[config.mk]
export PLATFORM = sky130hd
export DESIGN_NAME = iamt_ctrl
export DESIGN_NICKNAME = d
export VERILOG_FILES = /design/src/sv/iamt_pkg.sv /design/src/sv/iamt_ctrl.sv
export SDC_FILE = /design/constraint.sdc
export NUM_CORES = 1
export LEC_CHECK = 0
export ABC_AREA = 1
export BUFFER_PORTS_ARGS = -buffer_cell sky130_fd_sc_hd__clkbuf_2
export CAP_MARGIN = 10
export CORE_MARGIN = 1
export CORE_UTILIZATION = 45
export DETAILED_ROUTE_END_ITERATION = 8
export HOLD_SLACK_MARGIN = 0.02
export PLACE_DENSITY = 0.82
export SETUP_SLACK_MARGIN = 0.5
export SYNTH_ARGS = -nofsm -noshare
export SYNTH_HDL_FRONTEND = slang
export SYNTH_SLANG_ARGS = --single-unit
export TNS_END_PERCENT = 5
[constraint.sdc]
create_clock -name i_clk -period 6.9 [get_ports i_clk]
set_input_delay 2.07 -clock i_clk [delete_from_list [all_inputs] [get_ports i_clk]]
set_output_delay 2.07 -clock i_clk [all_outputs]
set_load 0.005 [all_outputs]
[src/sv/iamt_pkg.sv]
// Shared constants, codes and types of the identifier allocator with mask table.
package iamt_pkg;

    localparam int MAX_IDS   = 1024;
    localparam int MASK_BITS = 32;
    localparam int ID_W      = $clog2(MAX_IDS);
    localparam int CNT_W     = $clog2(MAX_IDS + 1);
    localparam int ENT_W     = 11;
    localparam int MASKIO_W  = 32;
    localparam int IDOUT_W   = 10;

    typedef enum logic [1:0] {
        OP_ALLOC = 2'd0,
        OP_FREE  = 2'd1,
        OP_WRITE = 2'd2,
        OP_READ  = 2'd3
    } t_op;

    typedef enum logic [1:0] {
        STAT_OK       = 2'd0,
        STAT_FULL     = 2'd1,
        STAT_RANGE    = 2'd2,
        STAT_OVERFLOW = 2'd3
    } t_status;

    typedef enum logic [1:0] {
        S_CLEAR,
        S_IDLE,
        S_EXEC
    } t_state;

    // Free list memory port request
    typedef struct packed {
        logic            wr_en;
        logic [ID_W-1:0] wr_addr;
        logic [ID_W-1:0] wr_data;
        logic            rd_en;
        logic [ID_W-1:0] rd_addr;
    } t_fl_req;

    // Mask table memory port request
    typedef struct packed {
        logic                 wr_en;
        logic [ID_W-1:0]      wr_addr;
        logic [MASK_BITS-1:0] wr_data;
        logic                 rd_en;
        logic [ID_W-1:0]      rd_addr;
    } t_mk_req;

    // Controller status seen by the top level
    typedef struct packed {
        logic             clearing;
        logic             stage_valid;
        logic [CNT_W-1:0] free_cnt;
        logic [CNT_W-1:0] alive_cnt;
    } t_ctrl_stat;

endpackage

[src/sv/iamt_ctrl.sv]
// Sequencer of the allocator: clearing pass, memory reads, read-modify-write and result register.
module iamt_ctrl
    import iamt_pkg::*;
(
    input  logic                 i_clk,
    input  logic                 i_rst_n,
    input  logic                 i_in_valid,
    output logic                 o_in_ready,
    input  logic [1:0]           i_opcode,
    input  logic [ENT_W-1:0]     i_entity_id,
    input  logic [MASKIO_W-1:0]  i_mask_in,
    output logic                 o_out_valid,
    input  logic                 i_out_ready,
    output logic [1:0]           o_status,
    output logic [IDOUT_W-1:0]   o_id_out,
    output logic [MASKIO_W-1:0]  o_mask_out,
    output logic [CNT_W-1:0]     o_living_count,
    output t_fl_req              o_fl_req,
    input  logic [ID_W-1:0]      i_fl_rd_data,
    output t_mk_req              o_mk_req,
    input  logic [MASK_BITS-1:0] i_mk_rd_data,
    output t_ctrl_stat           o_stat
);

    localparam logic [CNT_W-1:0] CNT_MAX  = CNT_W'(MAX_IDS);
    localparam logic [ID_W-1:0]  PTR_LAST = ID_W'(MAX_IDS - 1);

    t_state               r_state, n_state;
    logic [ID_W-1:0]      r_clr_addr, n_clr_addr;
    logic [ID_W-1:0]      r_head, n_head;
    logic [ID_W-1:0]      r_tail, n_tail;
    logic [CNT_W-1:0]     r_free_cnt, n_free_cnt;
    logic [CNT_W-1:0]     r_alive, n_alive;
    logic [CNT_W-1:0]     r_fill, n_fill;
    t_op                  r_op;
    logic [ID_W-1:0]      r_id;
    logic                 r_in_range;
    logic [MASK_BITS-1:0] r_mask;
    logic                 r_out_valid;
    t_status              r_status, n_status;
    logic [ID_W-1:0]      r_id_out, n_id_out;
    logic [MASK_BITS-1:0] r_mask_out, n_mask_out;
    logic [CNT_W-1:0]     r_living;

    logic accept;
    logic complete;

    assign accept   = (r_state == S_IDLE) && i_in_valid;
    assign complete = (r_state == S_EXEC) && (!r_out_valid || i_out_ready);

    // State and bookkeeping registers
    always_ff @(posedge i_clk) begin
        if (!i_rst_n) begin
            r_state    <= S_CLEAR;
            r_clr_addr <= '0;
            r_head     <= '0;
            r_tail     <= '0;
            r_free_cnt <= CNT_MAX;
            r_alive    <= '0;
            r_fill     <= '0;
        end else begin
            r_state    <= n_state;
            r_clr_addr <= n_clr_addr;
            r_head     <= n_head;
            r_tail     <= n_tail;
            r_free_cnt <= n_free_cnt;
            r_alive    <= n_alive;
            r_fill     <= n_fill;
        end
    end

    // Hold the accepted transaction while the memories are read
    always_ff @(posedge i_clk) begin
        if (accept) begin
            r_op       <= t_op'(i_opcode);
            r_id       <= ID_W'(i_entity_id);
            r_in_range <= (32'(i_entity_id) < MAX_IDS);
            r_mask     <= MASK_BITS'(i_mask_in);
        end
    end

    // Result register valid flag
    always_ff @(posedge i_clk) begin
        if (!i_rst_n) begin
            r_out_valid <= 1'b0;
        end else if (complete) begin
            r_out_valid <= 1'b1;
        end else if (i_out_ready) begin
            r_out_valid <= 1'b0;
        end
    end

    // Result register payload
    always_ff @(posedge i_clk) begin
        if (complete) begin
            r_status   <= n_status;
            r_id_out   <= n_id_out;
            r_mask_out <= n_mask_out;
            r_living   <= n_alive;
        end
    end

    // Next state, memory requests and result
    always_comb begin
        n_state    = r_state;
        n_clr_addr = r_clr_addr;
        n_head     = r_head;
        n_tail     = r_tail;
        n_free_cnt = r_free_cnt;
        n_alive    = r_alive;
        n_fill     = r_fill;
        n_status   = STAT_OK;
        n_id_out   = '0;
        n_mask_out = '0;

        o_fl_req.wr_en   = 1'b0;
        o_fl_req.wr_addr = r_tail;
        o_fl_req.wr_data = r_id;
        o_fl_req.rd_en   = accept;
        o_fl_req.rd_addr = r_head;

        o_mk_req.wr_en   = 1'b0;
        o_mk_req.wr_addr = r_id;
        o_mk_req.wr_data = '0;
        o_mk_req.rd_en   = accept;
        o_mk_req.rd_addr = ID_W'(i_entity_id);

        case (r_state)
            S_CLEAR: begin
                // Sweep the mask table to zero, one entry a cycle
                o_mk_req.wr_en   = 1'b1;
                o_mk_req.wr_addr = r_clr_addr;
                n_clr_addr       = r_clr_addr + 1'b1;
                if (r_clr_addr == PTR_LAST) begin
                    n_state = S_IDLE;
                end
            end
            S_IDLE: begin
                if (accept) begin
                    n_state = S_EXEC;
                end
            end
            S_EXEC: begin
                if (r_op == OP_ALLOC) begin
                    if (r_alive >= CNT_MAX || r_free_cnt == '0) begin
                        n_status = STAT_FULL;
                    end else begin
                        // Slots never pushed since reset still hold their own index
                        n_id_out   = (CNT_W'(r_head) < r_fill) ? i_fl_rd_data : r_head;
                        n_head     = (r_head == PTR_LAST) ? '0 : r_head + 1'b1;
                        n_free_cnt = r_free_cnt - 1'b1;
                        n_alive    = r_alive + 1'b1;
                    end
                end else if (!r_in_range) begin
                    n_status = STAT_RANGE;
                end else if (r_op == OP_FREE) begin
                    o_mk_req.wr_en = complete;
                    if (r_free_cnt >= CNT_MAX) begin
                        n_status = STAT_OVERFLOW;
                    end else begin
                        o_fl_req.wr_en = complete;
                        n_tail         = (r_tail == PTR_LAST) ? '0 : r_tail + 1'b1;
                        n_free_cnt     = r_free_cnt + 1'b1;
                        n_fill         = (r_fill < CNT_MAX) ? r_fill + 1'b1 : r_fill;
                    end
                    if (r_alive != '0) begin
                        n_alive = r_alive - 1'b1;
                    end
                end else if (r_op == OP_WRITE) begin
                    o_mk_req.wr_en   = complete;
                    o_mk_req.wr_data = r_mask;
                end else begin
                    n_mask_out = i_mk_rd_data;
                end

                // Drop the bookkeeping update while the result register is blocked
                if (!complete) begin
                    n_head     = r_head;
                    n_tail     = r_tail;
                    n_free_cnt = r_free_cnt;
                    n_fill     = r_fill;
                    n_alive    = r_alive;
                end else begin
                    n_state = S_IDLE;
                end
            end
            default: begin
                n_state = S_IDLE;
            end
        endcase
    end

    assign o_in_ready     = (r_state == S_IDLE);
    assign o_out_valid    = r_out_valid;
    assign o_status       = r_status;
    assign o_id_out       = IDOUT_W'(r_id_out);
    assign o_mask_out     = MASKIO_W'(r_mask_out);
    assign o_living_count = r_living;

    assign o_stat.clearing    = (r_state == S_CLEAR);
    assign o_stat.stage_valid = (r_state == S_EXEC);
    assign o_stat.free_cnt    = r_free_cnt;
    assign o_stat.alive_cnt   = r_alive;

endmodule

# --- After elaboration in Yosys (flattened, before gate mapping) ---
# Cells that the tools add are included.
classes:
  add_sub_neg: 8
  magnitude_cmp: 5
  n_eq_ne: 12
  n_mux: 42
  n_bitwise: 5
  n_reduce_logical: 19
ops:
  columns: ["cell", "n"]
  rows:
  - ["two-way mux 32 bit", 5]
  - ["two-way mux 11 bit", 12]
  - ["two-way mux 10 bit", 4]
  - ["adder 11 x 1 -> 11 bit, second input constant", 3]
  - ["adder 10 x 1 -> 10 bit, second input constant", 3]
  - ["equality test 10 bit, second input constant", 3]
  - [">= comparator 11 bit, second input constant", 2]
  - ["< comparator 11 bit, second input constant", 2]
  - ["subtractor 11 x 1 -> 11 bit, second input constant", 2]
  - ["two-way mux 2 bit", 7]
  - ["two-way mux 1 bit", 12]
  - ["AND reduction 6 bit", 2]
  - ["logical NOT 11 bit", 1]
  - ["< comparator 10 x 11 -> 1 bit", 1]
  - ["nonzero test 11 bit", 1]
  - ["AND reduction 7 bit", 1]
  - ["!= test 2 x 1 -> 1 bit, second input constant", 3]
  - ["case mux 2 bit (3 select lines)", 1]
  - ["nonzero test 2 bit", 3]
  - ["inverter 1 bit", 5]
  - ["OR reduction 5 bit", 1]
  - ["equality test 2 x 1 -> 1 bit, second input constant", 2]
  - ["equality test 2 bit, second input constant", 2]
  - ["logical NOT 2 bit", 2]
  - ["8 further kinds", 11]
totals:
  regBits: 166
  in_bits: 91
  output_inout_bits: 167
  elab_cells: 107

# --- Logic depth before layout (Yosys ltp) ---
logic_depth:
  ltp_word: 8
  ltp_mapped: 13
  depth_no_buf: 13

# --- Least setup slack after synthesis ---
# No wires, ideal clock.
synth_path:
  kind: "input port to output port"
  startpoint: "input port i_out_ready"
  endpoint: "output port o_mk_req[53] in the netlist's numbering"
  t_arrival_ns: 3.475
  t_required_ns: 4.830
  path_slack_ns: 1.355
  cell_stages: 5
  path_buffers: 1
  cell_sequence: "nor2_1 nor2_1 buf_2 o21ai_0 o21ai_0"
synth_lines:
  columns: ["element", "line_no", "text"]
  rows:
  - ["from (decl)", "iamt_ctrl.sv:13", "input logic i_out_ready,"]
  - ["to (decl)", "iamt_ctrl.sv:20", "output t_mk_req o_mk_req,"]

==> summary.txt <==
Min path
  • Hold/Removal Path Class: flip-flop to flip-flop
  • Hold Startpoint: r_clr_addr[7]

Final layout
  • Finished Layout Cells: 1446
  • Antenna cells: 0
  • Final core occ: 58.1%
  • Net count, final: 1325
  • Synthesis-to-layout area growth: 24.5%
  • Fillers: 1523
  • Proportion of layout cells with a drive suffix above 1: 26.9%

Pwr
  • Internal portion of total power: 1.58 mW
  • Switching power: 430 uW
  • Switch share: 21.4%
  • Register share of total power: 52.0%
  • Clock network power share: 45.5%
  • Combinational fraction of design power: 2.5%
  • Static leakage: 4.62 nW
  • Cell area power density: 197 nW/um^2
  • Worst supply voltage drop on vdd: 165 uV

Yosys
  • Avg Synthesized Cell Area: 8.51 sq um
  • Number of synthesized flops with an enable pin: 100
  • Fraction of the yosys area taken by sequential cells: 52.9%
  • Instance count of the mapped netlist: 961
  • Cell variety after synth: 44
  • Post-synthesis sequential element count: 166
  • Async set-or-reset flop fraction in the synthesized netlist: 0%
  • Post-synth net total: 1078
  • Post-synthesis instance area: 8180 sq um
  • Ys flop type: edfxtp_1
  • Yosys Warn Count: 0

Clocking
  • Setup Buffers After CTS: 0
  • Clock Path Buffers: 2
  • CTS HTree Levels: 4
  • Clock latency on the worst-skew pair: 0.43 ns
  • Hold buffer count at CTS: 0
  • Number of buffers added by the clock tree synthesis step: 17
  • Clock tree from TritonCTS: yes
  • Total of cells resized after clock tree synthesis: 0
  • CTS clk-pin slew, worst paths: 0.07 ns
  • Sink Count: 166
  • Clock root cell: clkbuf_16

Setup path
  • Type of the worst setup path: input port to output pin
  • CP Launch Type: input port
  • Req. time, crit path: 4.83 ns
  • Largest fanout on the critical path: 3
  • Slowest cell delay on critical path: 0.23 ns
  • Beginning of the worst register-to-register path: r_op[0]
  • Data arrival time of the critical path: 2.81 ns
  • Sort of element at the end of the critical path: output pin
  • Cells along the critical path: clkbuf_2, nor2_1, nor2_4, o21ai_0, o21ai_0, clkbuf_2
  • Worst setup path start: i_out_ready
  • Crit-path slowest cell: o21ai_0

Placed design
  • Placed wire-length estimate: 15.5 mm
  • Placed cells: 1414
  • Quantity of I/O buffers inserted on ports: 257
  • Final weighted congestion in routability-driven placement: 0.874
  • Setup slack after placement: 1.97 ns

Timing
  • Final critical-path required period: 4.88 ns
  • Maximum clock frequency: 0.205 GHz
  • Setup slack after layout: 2.02 ns
  • Final max-slew violation count: 0
  • Fraction of the cycle the final worst path needs: 70.8%
  • Number of hold-slack violations in the final timing report: 0
  • Slew at the pin closest to its max-slew limit: 0.988 ns
  • Clock Skews: 0.00964 ns
  • Setup total negative slack: 0 ns
  • Relative slew slack: 34.1%
  • Final count of negative-setup-slack endpoints: 0
  • Setup repair after global routing missed its margin: false

Route
  • Antenna viol nets, final: 0
  • Via total after detailed routing: 7316
  • Average wire per cell in the routed design: 14.2 microns
  • DRC errors left: 0
  • Total Routed Length: 20.6 mm
  • Count of TritonRoute iterations in the first routing pass: 4
  • DRC marker count from the first detailed-route iteration: 439
  • Vias/cell: 5.06

Die
  • Row count: 48
  • DIE AREA: 18700 sq um
  • Floorplan die height: 137 microns
  • Die X-Extent: 137 microns
  • Count of boundary I/O pins: 258
  • Core area: 17500 sq um
  • Initial core utilization: 46.6%

Global routing
  • Pin count of the biggest net entering global routing: 66
  • Residual overflow from global routing: 0
  • Number of antenna violations at the first check in global routing: 0
  • Overall track demand over capacity in global routing: 21.6%
  • First-pass GRT wire length: 31.3 mm
  • Via count of the first global-routing pass: 6516

Outcome
  • Result of the run: complete, no violations

Flow run
  • Number of maximum-capacitance constraint violations: 0
layout make-up:
class,instances,area [sq um],area share [%]
flip-flops and latches,166,4320,42.5
multi-input cells,632,3200,31.4
repair buffers,263,1330,13.1
inverters,128,482,4.73
clock buffers,19,443,4.35
well taps,225,282,2.76
clock inverters,13,123,1.20
layout by cell type (no fill, tap or decap), types with 2 or more instances in the layout:
| cell type | Yosys | layout |
|---|---|---|
| a21o_1 | 2 | 2 |
| a21oi_1 | 67 | 67 |
| a31oi_1 | 2 | 2 |
| buf_4 | 13 | 6 |
| clkbuf_16 | 0 | 17 |
| clkbuf_2 | 0 | 257 |
| clkinv_2 | 1 | 3 |
| clkinv_4 | 0 | 3 |
| clkinvlp_4 | 0 | 2 |
| dfxtp_1 | 66 | 66 |
| edfxtp_1 | 100 | 100 |
| ha_1 | 25 | 25 |
| inv_1 | 119 | 118 |
| inv_2 | 8 | 9 |
| inv_6 | 0 | 4 |
| nand2_1 | 189 | 189 |
| nand2_2 | 4 | 4 |
| nand2_4 | 2 | 2 |
| nand3_1 | 51 | 51 |
| nand3b_1 | 2 | 2 |
| nand4_1 | 22 | 22 |
| nor2_1 | 149 | 146 |
| nor2_2 | 4 | 6 |
| nor2_4 | 1 | 2 |
| nor2_8 | 2 | 2 |
| nor3_1 | 17 | 17 |
| nor3b_2 | 2 | 2 |
| o21ai_0 | 39 | 39 |
| o21ai_1 | 17 | 17 |
| o21bai_1 | 2 | 2 |
| xor2_1 | 18 | 18 |
logic make-up (layout without fill, tap and decap cells):
family	after synthesis	after routing	share of synthesized area (%)
AND/OR/NAND/NOR	451	451	24.0
buffers and inverters	163	423	8.17
XOR/XNOR	19	19	2.03
adder cells (fa/ha/maj)	26	26	4.07
AO/OA/AOI/OAI	136	136	8.87
flip-flops	166	166	52.9
critical path: cells and delay by family:
family | cells | cell delay (ns)
buffers and inverters | 2 | 0.25
AOI/OAI and AO/OA | 2 | 0.31
and+or+nand+nor | 2 | 0.17
registers in the layout, summed over array words and instances (netlist names):
| name | cells |
|---|---|
| o_out_valid | 1 |
| o_id_out | 10 |
| o_mask_out | 32 |
| r_in_range | 1 |
| r_id | 10 |
| r_fill | 11 |
| r_alive | 11 |
| r_mask | 32 |
| r_tail | 10 |
| r_clr_addr | 10 |
| r_head | 10 |
| r_free_cnt | 11 |
| o_status | 2 |
| o_living_count | 11 |
| r_op | 2 |
| r_state | 2 |
power groups by stage:
stage               clock network [mW]  registers, mW  logic (mW)
finish                           0.915           1.05      0.0504
global route                     0.970           1.05      0.0561
CTS                              0.933           1.05      0.0510
detailed placement                   0           1.07      0.0506
global placement                     0           1.07      0.0500
floorplan                            0           1.07      0.0186
cell usage after synthesis (2+ instances only):
library cell | n | area [sq um]
nand2_1 | 189 | 709
nor2_1 | 149 | 559
inv_1 | 119 | 447
edfxtp_1 | 100 | 3000
a21oi_1 | 67 | 335
dfxtp_1 | 66 | 1320
nand3_1 | 51 | 255
o21ai_0 | 39 | 195
ha_1 | 25 | 313
nand4_1 | 22 | 138
xor2_1 | 18 | 158
nor3_1 | 17 | 85.1
o21ai_1 | 17 | 85.1
buf_4 | 13 | 97.6
clkbuf_1 | 13 | 48.8
inv_2 | 8 | 30.0
buf_2 | 5 | 25.0
buf_1 | 4 | 15.0
nand2_2 | 4 | 25.0
nor2_2 | 4 | 25.0
a21o_1 | 2 | 15.0
a31oi_1 | 2 | 12.5
nand2_4 | 2 | 22.5
nand3b_1 | 2 | 15.0
nor2_8 | 2 | 40.0
nor3b_2 | 2 | 25.0
o21bai_1 | 2 | 15.0
metal layers:
layer	routed length, microns	vias up	track usage [%]
li1	-	3648	-
met4	411	0	8.30
met2	9990	292	37.3
met3	1480	29	4.67
met5	0	-	0
met1	8680	3347	26.2
path summary, 6_finish.rpt:
check / slack [ns] / depth (start not counted) / endpoint
setup / recovery: 2.02 / 6 / o_mk_req[53]
hold / removal: 0.48 / 2 / r_clr_addr[7]
setup reg to reg: 3.86 / 8 / r_free_cnt[8]
hold reg to reg: 0.48 / 2 / r_clr_addr[7]
through the flow:
stage,hold slack (ns),cell area (sq um),power [mW]
after floorplan,0.447,8180,1.09
after global placement,0.465,9620,1.12
after detailed placement,0.473,9620,1.12
after CTS,0.483,10200,2.03
after global routing,0.506,10200,2.07
final,0.480,10200,2.01
Power figures use the tool's default switching activity.
